<file path="src/hw/rtl/smpq_pkg.sv">
package smpq_pkg;

    localparam int VALUE_W = 32;
    localparam int OCC_W   = 5;

    localparam logic OP_ENQUEUE = 1'b0;
    localparam logic OP_DEQUEUE = 1'b1;

    typedef enum logic [1:0] {
        STATUS_OK    = 2'd0,
        STATUS_EMPTY = 2'd1,
        STATUS_FULL  = 2'd2
    } status_t;

    typedef struct packed {
        logic                       operation;
        logic signed [VALUE_W-1:0]  value_in;
    } in_item_t;

    typedef struct packed {
        logic signed [VALUE_W-1:0]  value_out;
        status_t                    status;
        logic [OCC_W-1:0]           occupancy;
    } out_item_t;

    // broadcast to every cell of the row
    typedef struct packed {
        logic                       enq;
        logic                       deq;
        logic signed [VALUE_W-1:0]  value;
    } cell_ctrl_t;

endpackage

</file>
<file path="src/hw/rtl/smpq_cell.sv">
module smpq_cell
    import smpq_pkg::*;
(
    input  logic                       clk,
    input  cell_ctrl_t                 ctrl,
    input  logic                       occupied,
    input  logic                       left_shift,
    input  logic signed [VALUE_W-1:0]  left_value,
    input  logic signed [VALUE_W-1:0]  right_value,
    output logic                       shift,
    output logic signed [VALUE_W-1:0]  value
);

    logic signed [VALUE_W-1:0] value_reg;
    logic signed [VALUE_W-1:0] value_next;

    // new value sorts before this entry, so this entry moves one cell up
    assign shift = occupied && (ctrl.value < value_reg);
    assign value = value_reg;

    always_comb
    begin
        value_next = value_reg;
        if (ctrl.enq)
        begin
            if (left_shift)
                value_next = left_value;
            else if (shift || !occupied)
                value_next = ctrl.value;
        end
        else if (ctrl.deq)
        begin
            value_next = right_value;
        end
    end

    always_ff @(posedge clk)
    begin
        value_reg <= value_next;
    end

endmodule

</file>
<file path="src/hw/rtl/sorted_min_priority_queue.sv">
// sorted minimum priority queue built as a row of compare-and-shift cells
// result item is registered and valid in the cycle after the input item is accepted
// throughput: one item per cycle, as every cell compares and shifts
//   together; input stalls only while a result waits on out_ready
// reset: entry count and output valid clear at once; entry values are
//   undefined until written and are never read beyond the count
module sorted_min_priority_queue
    import smpq_pkg::*;
#(
    parameter int CAPACITY = 16
)
(
    input  logic       clk,
    input  logic       rst_n,
    input  logic       in_valid,
    output logic       in_ready,
    input  in_item_t   in_data,
    output logic       out_valid,
    input  logic       out_ready,
    output out_item_t  out_data
);

    // count must hold CAPACITY itself
    localparam int CW = $clog2(CAPACITY + 1);

    logic [CW-1:0] count_reg;
    logic [CW-1:0] count_next;
    logic          out_valid_reg;
    out_item_t     out_data_reg;
    out_item_t     out_data_next;

    logic          accept;
    logic          is_enq;
    logic          full;
    logic          empty;
    cell_ctrl_t    ctrl;

    // per-cell taps, each read at a fixed place
    logic signed [VALUE_W-1:0] cell_value [CAPACITY];
    logic                      cell_shift [CAPACITY];
    logic                      cell_occ   [CAPACITY];

    // output register decouples the two sides, accept while it drains
    assign in_ready  = !out_valid_reg || out_ready;
    assign accept    = in_valid && in_ready;
    assign out_valid = out_valid_reg;
    assign out_data  = out_data_reg;

    assign is_enq = (in_data.operation == OP_ENQUEUE);
    assign full   = (count_reg == CW'(CAPACITY));
    assign empty  = (count_reg == '0);

    // dropped enqueues and empty dequeues leave the row untouched
    assign ctrl.enq   = accept && is_enq && !full;
    assign ctrl.deq   = accept && !is_enq && !empty;
    assign ctrl.value = in_data.value_in;

    genvar gi;
    generate
        for (gi = 0; gi < CAPACITY; gi++)
        begin : g_cell
            logic                      left_shift;
            logic signed [VALUE_W-1:0] left_value;
            logic signed [VALUE_W-1:0] right_value;

            assign cell_occ[gi] = (CW'(gi) < count_reg);

            if (gi == 0)
            begin : g_first
                // nothing shifts into the head cell
                assign left_shift = 1'b0;
                assign left_value = '0;
            end
            else
            begin : g_mid
                assign left_shift = cell_shift[gi-1];
                assign left_value = cell_value[gi-1];
            end

            if (gi == CAPACITY - 1)
            begin : g_last
                // tail cell drops out of the count on a dequeue
                assign right_value = '0;
            end
            else
            begin : g_inner
                assign right_value = cell_value[gi+1];
            end

            smpq_cell u_cell (
                .clk         (clk),
                .ctrl        (ctrl),
                .occupied    (cell_occ[gi]),
                .left_shift  (left_shift),
                .left_value  (left_value),
                .right_value (right_value),
                .shift       (cell_shift[gi]),
                .value       (cell_value[gi])
            );
        end
    endgenerate

    always_comb
    begin
        count_next              = count_reg;
        out_data_next.value_out = '0;
        out_data_next.status    = STATUS_OK;
        if (is_enq)
        begin
            if (full)
                out_data_next.status = STATUS_FULL;
            else
                count_next = count_reg + 1'b1;
        end
        else
        begin
            if (empty)
            begin
                out_data_next.status = STATUS_EMPTY;
            end
            else
            begin
                // head cell always holds the smallest value
                out_data_next.value_out = cell_value[0];
                count_next = count_reg - 1'b1;
            end
        end
        // occupancy carries only the low bits of the count
        out_data_next.occupancy = OCC_W'(count_next);
    end

    always_ff @(posedge clk or negedge rst_n)
    begin
        if (!rst_n)
        begin
            count_reg     <= '0;
            out_valid_reg <= 1'b0;
        end
        else
        begin
            if (accept)
                count_reg <= count_next;
            if (accept)
                out_valid_reg <= 1'b1;
            else if (out_ready)
                out_valid_reg <= 1'b0;
        end
    end

    always_ff @(posedge clk)
    begin
        if (accept)
            out_data_reg <= out_data_next;
    end

`ifndef SYNTH
    a_count_bound: assert property (@(posedge clk) disable iff (!rst_n)
        count_reg <= CW'(CAPACITY))
        else $error("entry count above capacity");

    a_head_sorted: assert property (@(posedge clk) disable iff (!rst_n)
        (count_reg >= CW'(2)) |-> (cell_value[0] <= cell_value[1]))
        else $error("head cells out of order");

    a_deq_count: assert property (@(posedge clk) disable iff (!rst_n)
        ctrl.deq |=> (count_reg == $past(count_reg) - 1'b1))
        else $error("dequeue did not decrement count");

    a_deq_value: assert property (@(posedge clk) disable iff (!rst_n)
        ctrl.deq |=> (out_data.value_out == $past(cell_value[0])))
        else $error("dequeue result is not the head value");

    a_full_drop: assert property (@(posedge clk) disable iff (!rst_n)
        (accept && is_enq && full) |=>
            ($stable(count_reg) && out_data.status == STATUS_FULL))
        else $error("enqueue while full changed the queue");
`endif

endmodule

</file>
<file path="config.mk">
export PLATFORM = sky130hd
export DESIGN_NAME = sorted_min_priority_queue
export DESIGN_NICKNAME = d
export VERILOG_FILES = /design/src/hw/rtl/smpq_pkg.sv /design/src/hw/rtl/smpq_cell.sv /design/src/hw/rtl/sorted_min_priority_queue.sv
export SDC_FILE = /design/constraint.sdc
export NUM_CORES = 2
export LEC_CHECK = 0
export BUFFER_PORTS_ARGS = -buffer_cell sky130_fd_sc_hd__buf_2
export CORE_MARGIN = 3
export CORE_UTILIZATION = 65
export DETAILED_ROUTE_END_ITERATION = 12
export PLACE_DENSITY = 0.82
export SLEW_MARGIN = 30
export SYNTH_ARGS = -nofsm -noshare
export SYNTH_HDL_FRONTEND = slang
export SYNTH_HIERARCHICAL = 1
export SYNTH_SLANG_ARGS = --single-unit
</file>
<file path="constraint.sdc">
create_clock -name clk -period 5.3 [get_ports clk]
set_input_delay 0 -clock clk [delete_from_list [all_inputs] [get_ports clk]]
set_output_delay 0 -clock clk [all_outputs]
set_load 0.01 [all_outputs]
</file>
==> impl_results.md <==
- Routed len/inst: 18.3 µm
- Final Cell Area: 0.0445 mm²
- Antenna Cells: 0
- Longest Clk Path Bufs: 3
- CTS tree: done
- Die area: 0.0660 mm²
- Largest register FFs: 512
- Filler cells: 4,537
- Power per cell area: 351 mW/mm²
- Slew @ Worst Pin: 900 ps
- # resized after CTS: 0
- Core Util, Final: 71.6%
- Slowest Stage Delay on Critical Path: 720 ps
- Critical Path Source Type: register
- Gate power share: 32.2%
- Pre-antenna DRT Iters: 5
- Final Max Slew Viols: 0
- Fin Setup TNS: 0 ps
- Leak: 19.4 nW
- Clk pwr share: 27.2%
- Outcome: completed
- Switching Share: 34.5%
- FP Rows: 91
- IO Pins: 78
- Clk root buf: clkbuf_16
- Layout overhead on the synthesized area: 8.62%
- Chip height: 257 µm
- Core area: 0.0621 mm²
- Port bufs: 77
- CP top delay family: simple AND/OR/NAND/NOR gates
- Mean post-synth cell area: 9.62 µm²
- Total GRT Usage: 28.4%
- Residual DRC: 0
- Total routed wire length on the met1 layer: 41.5 mm
- CTS buffer count: 61
- CP arrival: 4350 ps
- Sw power: 5.38 mW
- H-Tree Depth: 2
- Vias per Instance: 5.91
- Synthesized area: 0.0409 mm²
- Final #Nets: 4,876
- Pin count of the biggest net entering global routing: 193
- Final wirelength: 95.7 mm
- Multi-input gate area: 0.0217 mm²
- Top Layer Used: met4
- Worst path cell trace: inv_1 -> ha_1 -> nor4bb_1 -> or2_2 -> nor2_4 -> buf_12 -> buf_12 -> nor2_1 -> a21oi_1
- Metal3 WL: 5.08 mm
- Critical path type: register to register
- Mapped Cells: 4,253
- CP Capture Type: register
- Worst Skew: 14.4 ps
- Final min period: 3880 ps
- CP most frequent cell: buf_12
- Via count: 30,900
- Final period util: 73.2%
- First-pass GRT wire length: 155 mm
- DP Area: 0.0425 mm²
- Initial antenna violation count: 0
- Hpwl dp: 70.7 mm
- Sequential Power Share: 40.6%
- Post-route ant nets: 0
- Initial Utilization: 66.0%
- Slew margin rel.: 39.9%
- Fin Hold WS: 42.0 ps
- RSZ-0062 raised after global routing: no
- Sink Count: 557
- Achievable Freq: 258 MHz
- Yosys Warn Count: 6
- Critical path required time: 5770 ps
- Flip-flop and latch area: 0.0167 mm²
- Final setup vio count: 0
- Crit-path max FO: 165
- Hold Crit Class: input pin to register
- Worst VDD drop: 0.282 mV
- Worst skew pair latency: 630 ps
- DIE WIDTH: 257 µm
- Power Internal: 10.2 mW
- Met2 wire len: 46.0 mm
- Worst-path clk slew: 60 ps
- Share of cells above drive strength 1: 6.74%
- Final Hold Fails: 0
- Vias in the first global route: 30,000
- GRT Residual Overflow: 0
- Slowest stage cell, crit path: nor2_4
- CP Buf/Inv Count: 3
- DRT iter0 DRCs: 2,483
- Max_cap viols: 0
- GPL Wtd Cong: 0.862
power groups by stage:
stage | Clock (mW) | Combinational [mW] | Sequential, mW
after detailed placement | 0 | 4.95 | 6.42
after floorplan | 0 | 3.85 | 6.18
after global routing | 4.47 | 5.59 | 6.42
final | 4.24 | 5.02 | 6.34
after global placement | 0 | 4.76 | 6.39
after CTS | 4.30 | 4.99 | 6.33
worst reg2reg max path, stage by stage, from the launching register on:
cell	delay [ps]
dfrtp_1	590
inv_1	160
ha_1	240
nor4bb_1	180
or2_2	370
nor2_4	720
buf_12	420
buf_12	570
nor2_1	270
a21oi_1	170
worst paths after layout:
kind | start | end | slack [ps] | depth (start not counted)
min reg2reg | g_cell[15].u_cell/value[0] | g_cell[14].u_cell/value[0] | 600 | 2
max in group asynchronous | rst_n | out_valid | 4660 | 3
max reg2reg | count_reg[1] | g_cell[9].u_cell/value[9] | 1420 | 9
min in group asynchronous | rst_n | count_reg[2] | 400 | 3
min | in_data[30] | g_cell[2].u_cell/value[30] | 40 | 3
max | count_reg[1] | g_cell[9].u_cell/value[9] | 1420 | 9
cell usage in the layout, fill, tap and decap left out, types with 57 or more instances in the layout:
| master | n |
|---|---|
| nand2_1 | 188 |
| mux2i_1 | 513 |
| ha_1 | 500 |
| edfxtp_1 | 551 |
| buf_2 | 77 |
| inv_1 | 535 |
| clkbuf_16 | 63 |
| buf_4 | 57 |
| nor2_1 | 568 |
| conb_1 | 65 |
| a21oi_1 | 707 |
| o21ai_0 | 85 |
area by class of cell:
cell class	instances	share of cell area, %
inverters	536	4.53
repair buffers	148	2.35
well taps	837	2.36
clock inverters	34	0.709
flip-flops and latches	557	37.6
clock buffers	79	3.68
multi-input cells	3035	48.8
stage by stage:
step	setup WS (ps)	power [mW]	instances
after global placement	1680	11.2	5108
after CTS	1550	15.6	5226
final	1420	15.6	5226
after detailed placement	1550	11.4	5108
after global routing	1200	16.5	5226
after floorplan	967	10.0	4317
layer usage:
metal  vias to the layer above  GRT usage [%]
met3                       200           2.90
li1                      15400              -
met2                       924           48.7
met5                         -              0
met1                     14300           38.0
met4                         0           9.35
what timing repair did:
item | CTS | global route
setup buffers | 0 | 0
hold buffers | 5 | 0
hold endpoints to repair | 9 | 0
No activity file was read; power rests on OpenSTA's default activity.
